[src/rtl/sqlb_pkg.sv]
// ----------------------------------------------------------------------------
// sqlb_pkg
// Shared types and constants of the signed quadruple table builder.
// ----------------------------------------------------------------------------
package sqlb_pkg;

  // Activation store: one full group of at most 128 samples.
  localparam int STORE_DEPTH = 128;
  localparam int ADDR_W      = 7;

  // Table quantisation: entries scale to +/-127 over the group basis.
  localparam int LUT_QMAX    = 127;
  localparam int QBITS       = 7;   // quotient bits, magnitude never exceeds 127
  localparam int ENTRY_W     = 8;
  localparam int HALF_ENTRIES = 8;

  typedef logic signed [ENTRY_W-1:0] entry_t;

  // Top-level sequencer.
  typedef enum logic [2:0] {
    S_FILL,
    S_LOAD,
    S_START,
    S_WAIT,
    S_OUT0,
    S_OUT1
  } seq_state_t;

  // Quantiser sequencer.
  typedef enum logic [1:0] {
    Q_IDLE,
    Q_DIV,
    Q_ROUND
  } quant_state_t;

endpackage

[src/rtl/signed_quad_lut_builder_unit.sv]
// ----------------------------------------------------------------------------
// signed_quad_lut_builder_unit
// Builds quantised 16-entry signed lookup tables for each activation quadruple.
// ----------------------------------------------------------------------------
// Samples are taken one request per cycle while a group fills (4*GROUP_QUADS
// samples). The request that completes the group starts table generation and
// in_stall stays high until the last result has been loaded into the output
// register. For each quadruple its four samples are read from the activation
// RAM, then entries 0 to 7 each pass through the shared quantiser (start,
// seven restoring-division steps, rounding, capture), then the two results
// are loaded, each waiting out any output stall; entries 8 to 15 are the
// negated mirror of 0 to 7. The result register lets the next group start
// filling while the final result still waits to be taken.
module signed_quad_lut_builder_unit #(
  parameter int GROUP_QUADS = 32,
  parameter int ACT_WIDTH   = 16
) (
  input  logic               clk,
  input  logic               rst_n,
  // sample request channel
  input  logic               in_valid,
  output logic               in_stall,
  input  logic signed [15:0] in_activation,
  // result channel
  output logic               out_valid,
  input  logic               out_stall,
  output logic [4:0]         out_quad_index,
  output logic               out_half_select,
  output logic [63:0]        out_packed_entries,
  output logic [17:0]        out_max_abs_sum,
  output logic signed [23:0] out_group_bias,
  output logic               out_last
);

  import sqlb_pkg::*;

  localparam int GROUP_SIZE = 4 * GROUP_QUADS;
  localparam int QW = (GROUP_QUADS > 1) ? $clog2(GROUP_QUADS) : 1;
  localparam int MW = ACT_WIDTH + 2;   // quadruple |sum| and group maximum
  localparam int SW = ACT_WIDTH + 7;   // group sum, signed
  localparam int VW = ACT_WIDTH + 3;   // table value, signed

  seq_state_t state_r, state_nxt;

  // Group accumulation.
  logic [ADDR_W-1:0]           fill_r, fill_nxt;
  logic [MW-1:0]               qabs_r, qabs_nxt;
  logic [MW-1:0]               max_r, max_nxt;
  logic signed [SW-1:0]        sum_r, sum_nxt;

  // Table generation.
  logic [QW-1:0]               quad_r, quad_nxt;
  logic [2:0]                  ld_cnt_r, ld_cnt_nxt;
  logic [2:0]                  g_r, g_nxt;
  logic signed [ACT_WIDTH-1:0] b_r [4];
  entry_t                      ent_r [HALF_ENTRIES];

  // Output register.
  logic                        out_valid_r;
  logic [4:0]                  out_quad_r;
  logic                        out_half_r;
  logic [63:0]                 out_packed_r;
  logic [17:0]                 out_max_r;
  logic signed [23:0]          out_bias_r;
  logic                        out_last_r;

  // Control decode.
  logic                        in_acc;
  logic                        out_free;
  logic                        load_out;
  logic                        last_quad;
  logic                        group_done;
  logic                        q_start;
  logic                        q_done;
  entry_t                      q_entry;

  // Sample handling.
  logic [ACT_WIDTH+15:0]       act_ext;
  logic signed [ACT_WIDTH-1:0] act;
  logic signed [ACT_WIDTH:0]   act_wide;
  logic [ACT_WIDTH:0]          act_abs;
  logic [ADDR_W-1:0]           rd_addr;
  logic [ACT_WIDTH-1:0]        rd_data;

  // Table value and result packing.
  logic signed [VW-1:0]        bx [4];
  logic signed [VW-1:0]        tab_v;
  logic [63:0]                 pack_lo;
  logic [63:0]                 pack_hi;
  logic signed [SW+24:0]       bias_wide;
  logic [MW+17:0]              max_wide;

  // Take the low ACT_WIDTH bits of the request and sign-extend them.
  assign act_ext  = {{ACT_WIDTH{1'b0}}, in_activation};
  assign act      = signed'(act_ext[ACT_WIDTH-1:0]);
  assign act_wide = (ACT_WIDTH+1)'(act);
  assign act_abs  = act_wide[ACT_WIDTH] ? (ACT_WIDTH+1)'(-act_wide)
                                        : (ACT_WIDTH+1)'(act_wide);

  assign in_acc     = in_valid && !in_stall;
  assign out_free   = !out_valid_r || !out_stall;
  assign last_quad  = (quad_r == QW'(GROUP_QUADS - 1));
  assign group_done = (state_r == S_OUT1) && out_free && last_quad;

  // Next state.
  always_comb begin
    state_nxt = state_r;
    unique case (state_r)
      S_FILL:  if (in_acc && (fill_r == ADDR_W'(GROUP_SIZE - 1))) state_nxt = S_LOAD;
      S_LOAD:  if (ld_cnt_r == 3'd4) state_nxt = S_START;
      S_START: state_nxt = S_WAIT;
      S_WAIT: begin
        if (q_done) begin
          state_nxt = (g_r == 3'(HALF_ENTRIES - 1)) ? S_OUT0 : S_START;
        end
      end
      S_OUT0:  if (out_free) state_nxt = S_OUT1;
      S_OUT1: begin
        if (out_free) begin
          state_nxt = last_quad ? S_FILL : S_LOAD;
        end
      end
      default: state_nxt = S_FILL;
    endcase
  end

  // Output decode: hold requests off outside the fill phase.
  always_comb begin
    in_stall = 1'b1;
    q_start  = 1'b0;
    load_out = 1'b0;
    unique case (state_r)
      S_FILL:  in_stall = 1'b0;
      S_LOAD:  ;
      S_START: q_start = 1'b1;
      S_WAIT:  ;
      S_OUT0:  load_out = out_free;
      S_OUT1:  load_out = out_free;
      default: ;
    endcase
  end

  // Accumulate the group; close each quadruple on its fourth sample.
  always_comb begin
    fill_nxt = fill_r;
    qabs_nxt = qabs_r;
    max_nxt  = max_r;
    sum_nxt  = sum_r;
    if (group_done) begin
      fill_nxt = '0;
      qabs_nxt = '0;
      max_nxt  = '0;
      sum_nxt  = '0;
    end else if (in_acc) begin
      fill_nxt = fill_r + ADDR_W'(1);
      sum_nxt  = sum_r + SW'(act);
      qabs_nxt = qabs_r + MW'(act_abs);
      if (fill_r[1:0] == 2'd3) begin
        if (qabs_nxt > max_r) begin
          max_nxt = qabs_nxt;
        end
        qabs_nxt = '0;
      end
    end
  end

  // Sequencer counters.
  always_comb begin
    ld_cnt_nxt = (state_r == S_LOAD) ? ld_cnt_r + 3'd1 : 3'd0;
    g_nxt      = ((state_r == S_WAIT) && q_done) ? g_r + 3'd1 : g_r;
    quad_nxt   = quad_r;
    if ((state_r == S_OUT1) && out_free) begin
      quad_nxt = last_quad ? '0 : quad_r + QW'(1);
    end
  end

  always_ff @(posedge clk) begin
    if (!rst_n) begin
      state_r     <= S_FILL;
      fill_r      <= '0;
      qabs_r      <= '0;
      max_r       <= '0;
      sum_r       <= '0;
      quad_r      <= '0;
      ld_cnt_r    <= '0;
      g_r         <= '0;
      out_valid_r <= 1'b0;
    end else begin
      state_r  <= state_nxt;
      fill_r   <= fill_nxt;
      qabs_r   <= qabs_nxt;
      max_r    <= max_nxt;
      sum_r    <= sum_nxt;
      quad_r   <= quad_nxt;
      ld_cnt_r <= ld_cnt_nxt;
      g_r      <= g_nxt;
      if (load_out) begin
        out_valid_r <= 1'b1;
      end else if (!out_stall) begin
        out_valid_r <= 1'b0;
      end
    end
  end

  // Activation store: written while filling, read one sample a cycle.
  assign rd_addr = ADDR_W'({quad_r, ld_cnt_r[1:0]});

  sqlb_ram #(
    .WIDTH (ACT_WIDTH),
    .DEPTH (STORE_DEPTH)
  ) u_store (
    .clk   (clk),
    .we    (in_acc),
    .waddr (fill_r),
    .wdata (act),
    .raddr (rd_addr),
    .rdata (rd_data)
  );

  // Shift the quadruple in as read data returns; b_r[0] ends up as b0.
  always_ff @(posedge clk) begin
    if ((state_r == S_LOAD) && (ld_cnt_r != 3'd0)) begin
      b_r[3] <= signed'(rd_data);
      for (int i = 0; i < 3; i++) begin
        b_r[i] <= b_r[i+1];
      end
    end
  end

  // Table value for entry g of the low half: b3 always enters negated.
  always_comb begin
    for (int j = 0; j < 4; j++) begin
      bx[j] = VW'(b_r[j]);
    end
    tab_v = (g_r[0] ? bx[0] : -bx[0])
          + (g_r[1] ? bx[1] : -bx[1])
          + (g_r[2] ? bx[2] : -bx[2])
          - bx[3];
  end

  sqlb_quant #(
    .ACT_WIDTH (ACT_WIDTH)
  ) u_quant (
    .clk   (clk),
    .rst_n (rst_n),
    .start (q_start),
    .value (tab_v),
    .scale (max_r),
    .done  (q_done),
    .entry (q_entry)
  );

  // Collect entries 0..7 in order; ent_r[0] ends up as entry 0.
  always_ff @(posedge clk) begin
    if ((state_r == S_WAIT) && q_done) begin
      ent_r[HALF_ENTRIES-1] <= q_entry;
      for (int i = 0; i < HALF_ENTRIES - 1; i++) begin
        ent_r[i] <= ent_r[i+1];
      end
    end
  end

  // High half mirrors the low half: entry 15-g is the negation of entry g.
  always_comb begin
    for (int k = 0; k < HALF_ENTRIES; k++) begin
      pack_lo[ENTRY_W*k +: ENTRY_W] = ent_r[k];
      pack_hi[ENTRY_W*k +: ENTRY_W] = -ent_r[HALF_ENTRIES-1-k];
    end
  end

  assign bias_wide = -((SW+25)'(sum_r));
  assign max_wide  = (MW+18)'(max_r);

  // Result register; payload holds while stalled.
  always_ff @(posedge clk) begin
    if (load_out) begin
      out_quad_r   <= 5'(quad_r);
      out_half_r   <= (state_r == S_OUT1);
      out_packed_r <= (state_r == S_OUT1) ? pack_hi : pack_lo;
      out_max_r    <= max_wide[17:0];
      out_bias_r   <= bias_wide[23:0];
      out_last_r   <= (state_r == S_OUT1) && last_quad;
    end
  end

  assign out_valid          = out_valid_r;
  assign out_quad_index     = out_quad_r;
  assign out_half_select    = out_half_r;
  assign out_packed_entries = out_packed_r;
  assign out_max_abs_sum    = out_max_r;
  assign out_group_bias     = out_bias_r;
  assign out_last           = out_last_r;

endmodule

[src/rtl/sqlb_ram.sv]
// ----------------------------------------------------------------------------
// sqlb_ram
// Generic single-write, single-read RAM with registered read data.
// ----------------------------------------------------------------------------
module sqlb_ram #(
  parameter int WIDTH = 16,
  parameter int DEPTH = 128
) (
  input  logic                     clk,
  input  logic                     we,
  input  logic [$clog2(DEPTH)-1:0] waddr,
  input  logic [WIDTH-1:0]         wdata,
  input  logic [$clog2(DEPTH)-1:0] raddr,
  output logic [WIDTH-1:0]         rdata
);

  logic [WIDTH-1:0] mem [DEPTH];
  logic [WIDTH-1:0] rdata_r;

  always_ff @(posedge clk) begin
    if (we) begin
      mem[waddr] <= wdata;
    end
    rdata_r <= mem[raddr];
  end

  assign rdata = rdata_r;

endmodule

[src/rtl/sqlb_quant.sv]
// ----------------------------------------------------------------------------
// sqlb_quant
// Iterative quantiser: round_half_even(127*v/m) saturated to +/-127, one
// quotient bit per cycle by restoring division, then a rounding step.
// ----------------------------------------------------------------------------
module sqlb_quant #(
  parameter int ACT_WIDTH = 16
) (
  input  logic                          clk,
  input  logic                          rst_n,
  input  logic                          start,
  input  logic signed [ACT_WIDTH+2:0]   value,
  input  logic        [ACT_WIDTH+1:0]   scale,
  output logic                          done,
  output sqlb_pkg::entry_t              entry
);

  import sqlb_pkg::*;

  localparam int VW = ACT_WIDTH + 3;   // table value, signed
  localparam int MW = ACT_WIDTH + 2;   // scale basis, unsigned
  localparam int NS = VW + 7;          // 127*value, signed
  localparam int NW = ACT_WIDTH + 8;   // |127*value|, unsigned

  quant_state_t state_r, state_nxt;

  logic [MW-1:0]     rem_r, rem_nxt;
  logic [QBITS-1:0]  low_r, low_nxt;
  logic [QBITS-1:0]  q_r, q_nxt;
  logic [2:0]        cnt_r, cnt_nxt;
  logic              neg_r, neg_nxt;
  logic              done_r, done_nxt;
  entry_t            entry_r, entry_nxt;

  logic signed [NS-1:0] num;
  logic        [NS-1:0] num_abs;
  logic        [NW-1:0] mag;
  logic        [MW:0]   trial;
  logic                 ge;
  logic        [MW:0]   rem2;
  logic                 round_up;
  logic        [ENTRY_W-1:0] qq;
  logic        [ENTRY_W-1:0] qsat;

  assign num     = NS'(value) * NS'(LUT_QMAX);
  assign num_abs = num[NS-1] ? NS'(-num) : NS'(num);
  assign mag     = num_abs[NW-1:0];

  assign trial = {rem_r, low_r[QBITS-1]};
  assign ge    = trial >= {1'b0, scale};

  assign rem2     = {rem_r, 1'b0};
  assign round_up = (rem2 > {1'b0, scale}) || ((rem2 == {1'b0, scale}) && q_r[0]);
  assign qq       = {1'b0, q_r} + ENTRY_W'(round_up);
  assign qsat     = (qq > ENTRY_W'(LUT_QMAX)) ? ENTRY_W'(LUT_QMAX) : qq;

  // Next state.
  always_comb begin
    state_nxt = state_r;
    unique case (state_r)
      Q_IDLE:  if (start) state_nxt = Q_DIV;
      Q_DIV:   if (cnt_r == 3'd0) state_nxt = Q_ROUND;
      Q_ROUND: state_nxt = Q_IDLE;
      default: state_nxt = Q_IDLE;
    endcase
  end

  // Datapath updates.
  always_comb begin
    rem_nxt   = rem_r;
    low_nxt   = low_r;
    q_nxt     = q_r;
    cnt_nxt   = cnt_r;
    neg_nxt   = neg_r;
    entry_nxt = entry_r;
    done_nxt  = 1'b0;
    unique case (state_r)
      Q_IDLE: begin
        if (start) begin
          rem_nxt = {1'b0, mag[NW-1:QBITS]};
          low_nxt = mag[QBITS-1:0];
          q_nxt   = '0;
          cnt_nxt = 3'(QBITS - 1);
          neg_nxt = num[NS-1];
        end
      end
      Q_DIV: begin
        rem_nxt = ge ? MW'(trial - {1'b0, scale}) : trial[MW-1:0];
        low_nxt = {low_r[QBITS-2:0], 1'b0};
        q_nxt   = {q_r[QBITS-2:0], ge};
        cnt_nxt = cnt_r - 3'd1;
      end
      Q_ROUND: begin
        done_nxt = 1'b1;
        if (scale == '0) begin
          entry_nxt = '0;
        end else if (neg_r) begin
          entry_nxt = entry_t'(-qsat);
        end else begin
          entry_nxt = entry_t'(qsat);
        end
      end
      default: ;
    endcase
  end

  always_ff @(posedge clk) begin
    if (!rst_n) begin
      state_r <= Q_IDLE;
      done_r  <= 1'b0;
    end else begin
      state_r <= state_nxt;
      done_r  <= done_nxt;
    end
  end

  always_ff @(posedge clk) begin
    rem_r   <= rem_nxt;
    low_r   <= low_nxt;
    q_r     <= q_nxt;
    cnt_r   <= cnt_nxt;
    neg_r   <= neg_nxt;
    entry_r <= entry_nxt;
  end

  assign done  = done_r;
  assign entry = entry_r;

endmodule
[config.mk]
export PLATFORM = sky130hd
export DESIGN_NAME = signed_quad_lut_builder_unit
export DESIGN_NICKNAME = d
export VERILOG_FILES = /design/src/rtl/sqlb_pkg.sv /design/src/rtl/signed_quad_lut_builder_unit.sv /design/src/rtl/sqlb_ram.sv /design/src/rtl/sqlb_quant.sv
export SDC_FILE = /design/constraint.sdc
export NUM_CORES = 2
export LEC_CHECK = 0
export BUFFER_PORTS_ARGS = -buffer_cell sky130_fd_sc_hd__buf_2
export CELL_PAD_IN_SITES_DETAIL_PLACEMENT = 0
export CELL_PAD_IN_SITES_GLOBAL_PLACEMENT = 2
export CORE_MARGIN = 2
export CORE_UTILIZATION = 53
export CTS_BUF_LIST = sky130_fd_sc_hd__clkbuf_16
export DETAILED_ROUTE_END_ITERATION = 12
export PLACE_DENSITY_LB_ADDON = 0.1
export RECOVER_POWER = 25
export SKIP_LAST_GASP = 1
export SYNTH_ARGS = -nofsm -noshare
export SYNTH_HDL_FRONTEND = slang
export SYNTH_HIERARCHICAL = 1
export SYNTH_SLANG_ARGS = --single-unit
[constraint.sdc]
create_clock -name clk -period 19.7 [get_ports clk]
set_input_delay 3.94 -clock clk [delete_from_list [all_inputs] [get_ports clk]]
set_output_delay 3.94 -clock clk [all_outputs]
set_load 0.05 [all_outputs]
# ---- After elaboration in Yosys (flattened, before gate mapping)
# Memories as Yosys holds them, arrays and structs flattened. A register that Yosys moved wholly into a read port is not among the register bits.
# Cells that the tools add are included.
# W data, S select, Z words.
dict set report classes {
  n_reduce_logical 26
  n_mul 1
  eq_ne 21
  muxes 42
  add_sub_neg 27
  n_lt_le_gt_ge 4
  n_bitwise 1
}
# operator count
set op_table {}
lappend op_table {{$neg A8 Y8} 9}
lappend op_table {{$mux W64} 1}
lappend op_table {{$mux W19} 3}
lappend op_table {{$neg A16 Y19} 3}
lappend op_table {{$mux W18} 3}
lappend op_table {{$add A19 B19 Y19} 2}
lappend op_table {{$pmux W18 S2} 1}
lappend op_table {{$pmux W7 S2} 2}
lappend op_table {{$mul A19 B8 Y26 const B} 1}
lappend op_table {{$mux W24} 1}
lappend op_table {{$neg A23 Y24} 1}
lappend op_table {{$neg A24 Y24} 1}
lappend op_table {{$add A23 B16 Y23} 1}
lappend op_table {{$mux W3} 7}
lappend op_table {{$eq A19 B18 Y1} 1}
lappend op_table {{$ge A19 B18 Y1} 1}
lappend op_table {{$gt A19 B18 Y1} 1}
lappend op_table {{$sub A19 B16 Y19} 1}
lappend op_table {{$add A18 B17 Y18} 1}
lappend op_table {{$gt A18 B18 Y1} 1}
lappend op_table {{$logic_not A18 Y1} 1}
lappend op_table {{$pmux W3 S6} 1}
lappend op_table {{$sub A18 B18 Y18} 1}
lappend op_table {{$mux W17} 1}
lappend op_table {{35 further kinds} 76}
dict set report word_totals {
  word_cells 148
  output_inout_bits 115
  inputBits 20
  ram_bits 2176
  ff_bits 241
  memories 3
}
# memory words width rd rd_ports_with_merged_regs wr line_no
set mem_list {}
lappend mem_list {u_store.mem 128 16 1 1 1 sqlb_ram.sv:17} ;# logic [WIDTH-1:0] mem [DEPTH];
lappend mem_list {b_r 4 16 4 0 4 signed_quad_lut_builder_unit.sv:55} ;# logic signed [ACT_WIDTH-1:0] b_r [4];
lappend mem_list {ent_r 8 8 8 0 8 signed_quad_lut_builder_unit.sv:56} ;# entry_t ent_r [HALF_ENTRIES];

# ---- Longest topological paths before layout
# An unclocked memory read counts as a cell.
dict set report logic_depth {
  depth_word 11
  depth_mapped 39
  mapped_depth_nobuf 38
}

# ---- Modules after synthesis
# The synthesis kept the hierarchy.
# module area_each_um2 seq_area_each_um2 cells_per_inst n_inst
set modules_own_cells {}
lappend modules_own_cells {sqlb_ram 78522.8 61819.3 3086 1}
lappend modules_own_cells {signed_quad_lut_builder_unit 17674.5 8858.5 1638 1}
lappend modules_own_cells {sqlb_quant 8328.0 1381.3 954 1}

# ---- Worst setup path after synthesis
# OpenSTA, ideal clock, no wires.
dict set report synth_timing {
  kind {in2reg}
  startpoint {input port out_stall}
  endpoint {register out_bias_r[0] (netlist: out_group_bias[0]) (enable)}
  setup_time_ns 0.622
  setup_slack_ns 9.670
  arrival_time_ns 9.407
  n_path_buf 0
  stages 1
  required_time_ns 19.078
  path_cell_list {a21oi_1}
}
dict set report synth_via {
  elab_chain_cells 3
}
# element line_no
set synth_rtl {}
lappend synth_rtl {{start, declared} signed_quad_lut_builder_unit.sv:26} ;# input logic out_stall,
lappend synth_rtl {{$logic_not A1 Y1} --}
lappend synth_rtl {{$logic_or A1 B1 Y1} signed_quad_lut_builder_unit.sv:101} ;# assign out_free = !out_valid_r || !out_stall;
lappend synth_rtl {{$mux W1} signed_quad_lut_builder_unit.sv:132} ;# unique case (state_r)
lappend synth_rtl {{end signal, assigned} signed_quad_lut_builder_unit.sv:281} ;# out_bias_r <= bias_wide[23:0];
lappend synth_rtl {{end, declared} signed_quad_lut_builder_unit.sv:64} ;# logic signed [23:0] out_bias_r;
# No other way between the ends.
# A chain may end at the register's enable or synchronous reset.

==> impl_metrics.json <==
{
  "dpl_cell_area_um2": 109300,
  "endpoint_kind": "register",
  "gr-total-overflow": 0,
  "grtUsageMet2_pct": 41.72,
  "met3_usage_pct": 4.176,
  "cap_violations": 32,
  "tightestPinTransition_ps": 7327,
  "finalWeightedCongestion": 0.8355,
  "cts_tree": "yes",
  "worstPathRequired_ps": 20090,
  "setup_tns_ps": 0,
  "syn_area_um2": 104500,
  "start_util_pct": 53.17,
  "max_freq_ghz": 0.09124,
  "multi_input_area_um2": 30300,
  "place_hpwl_um": 162500,
  "clkSlewWorstSetupHoldPaths_ps": 60,
  "ys_ff_latch": 2433,
  "finalInstanceArea_um2": 117100,
  "setup_viol": 0,
  "synth_top_area_share_pct": 67.02,
  "syn_inst": 5678,
  "fin_skew_ps": 54.77,
  "nets": 6350,
  "whs_path_depth": 0,
  "first_global_vias": 54080,
  "fillers": 14560,
  "core_um2": 196600,
  "reg2reg_depth": 5,
  "clock_path_buffers": 3,
  "arrival_ps": 11350,
  "numClockSinks": 2433,
  "grt_usage_pct": 26.18,
  "ys_top_cells_by_area": "edfxtp_1, mux4_2, fa_1",
  "synthDistinctLibCells": 105,
  "cts_max_level": 4,
  "vdd_drop_max_mv": 0.09337,
  "fin_crit_ps": 10960,
  "synth_edf_count": 2333,
  "synth_warnings": 6,
  "routed_wl_um": 259200,
  "period_share_pct": 55.63,
  "firstDrtPassIters": 5,
  "grt_pass1_wl_um": 376600,
  "synth-main-ff-cell": "edfxtp_1",
  "area_growth_pct": 12.02,
  "drv_slew": 1416,
  "crit_type": "register to register",
  "wl_per_cell_um": 29.17,
  "hold_path_class": "register to register",
  "post-route-drc-count": 0,
  "use_met1_pct": 38.08,
  "seqCellArea_um2": 72070,
  "rsz0062_at_grt": "no",
  "synth-seq-area-share_pct": 68.94,
  "worst-path-max-fanout": 86,
  "placementRows": 163,
  "p_per_area_nw_per_um2": 91.39,
  "final_common_cell": "edfxtp_1",
  "violations": "max-capacitance violations, max-slew violations",
  "ioPinCount": 135,
  "cts_root_buf": "clkbuf_16",
  "synth_area_per_cell_um2": 18.41,
  "cts_resized": 0,
  "async_reset_ff_share_pct": 0,
  "p_leak_uw": 0.03813,
  "viasPerCell": 6.103,
  "postCtsHoldBufs": 0,
  "die_h_um": 448.1,
  "grt_max_degree": 129,
  "synth_area_leader_cell": "edfxtp_1",
  "die_w_um": 448.1,
  "r2r_setup_slack_ps": 8740,
  "drt-initial-drc-count": 5955,
  "vias": 54240,
  "layout_common_cells": "edfxtp_1, mux4_2, inv_1, nor2_1, clkbuf_16",
  "clk_latency_ps": 900,
  "port_buffers": 134,
  "grt_antenna_before_repair": 18,
  "cts_setup_buffers": 0,
  "hold_viol_final": 0,
  "slew_headroom_pct": -388.5,
  "cts_buffers": 238,
  "syn-num-nets": 6004,
  "layout-drive-gt1-share_pct": 22.62,
  "outcome": "finished with violations",
  "design.die.area_um2": 200800,
  "startpoint_type": "register",
  "drtAntennaViolNets": 0,
  "globalRoute.busiestLayer": "met2"
}
-- through the flow --
step	util, %	power, uW	cells	hold slack [ps]	setup WS (ps)
CTS	59.65	10780	8873	403.7	9626
finish	59.55	10700	8887	403.1	8740
floorplan	-	6030	5678	385.5	9670
global placement	55.58	6204	8424	390.7	9716
detailed placement	55.58	6210	8424	388.7	9657
global route	59.54	11030	8875	411.6	6862
-- critical path, stage by stage (launching register included) --
cell	delay (ps)
dfxtp_1	1790
clkbuf_1	5170
inv_1	200
ha_1	540
a21oi_4	120
clkbuf_1	2510
-- cells by family after synthesis --
family | after synthesis | synth area share, %
xor+xnor | 241 | 2.040
buf+inv | 558 | 2.126
fa+ha+maj | 306 | 4.546
mux | 716 | 14.93
other cells | 1 | 0.003588
flops | 2433 | 68.94
compound gates | 521 | 3.231
simple gates | 902 | 4.181
-- Yosys cell counts, types with 112 or more instances --
library cell and instances:
a21oi_1 135, clkbuf_1 126, edfxtp_1 2333, fa_1 123, ha_1 183, inv_1 321
mux4_2 672, nand2_1 205, nor2_1 337, o21ai_0 121, xnor2_1 127, xor2_1 112
-- path summary, 6_finish.rpt --
path                                        endpoint                      from
worst min-delay path             b_r[3][0]$_DFFE_PP_  u_store/rdata[0]$_DFF_P_
worst max register to register  b_r[1][15]$_DFFE_PP_    ld_cnt_r[0]$_SDFF_PN0_
worst min register to register   b_r[3][0]$_DFFE_PP_  u_store/rdata[0]$_DFF_P_
worst max-delay path            b_r[1][15]$_DFFE_PP_    ld_cnt_r[0]$_SDFF_PN0_
-- routing by layer --
| layer | share of wire, % | vias to the layer above | routed length, um |
|---|---|---|---|
| li1 | - | 23240 | - |
| met4 | 2.7 | 12 | 7102 |
| met1 | 41 | 28560 | 107600 |
| met3 | 7.4 | 361 | 19260 |
| met2 | 48 | 2063 | 125200 |
| met5 | 0.033 | - | 86 |
-- power by group --
group,internal [uW],switching [uW]
logic,123,260
clock network,2620,1980
registers,5690,25.5
-- flip-flops by register name (all words and copies together), names as in the netlist, 8 cells and up --
| name | flops |
|---|---|
| u_store/rdata | 16 |
| u_quant/entry | 8 |
| out_max_abs_sum | 18 |
| max_r | 18 |
| ent_r | 64 |
| u_quant/rem_r | 18 |
| out_packed_entries | 64 |
| u_store/mem | 2048 |
| sum_r | 23 |
| b_r | 64 |
| out_group_bias | 24 |
| qabs_r | 18 |
-- layout make-up --
| type | count | area share [%] |
|---|---|---|
| tap | 2640 | 2.821 |
| multi-input combinational | 2687 | 25.88 |
| inverter | 324 | 1.039 |
| clock inverter | 210 | 1.724 |
| timing repair buffer | 340 | 1.847 |
| antenna | 14 | 0.02992 |
| sequential | 2433 | 61.55 |
| clock buffer | 239 | 5.108 |
(Power assumes the default switching activity.)
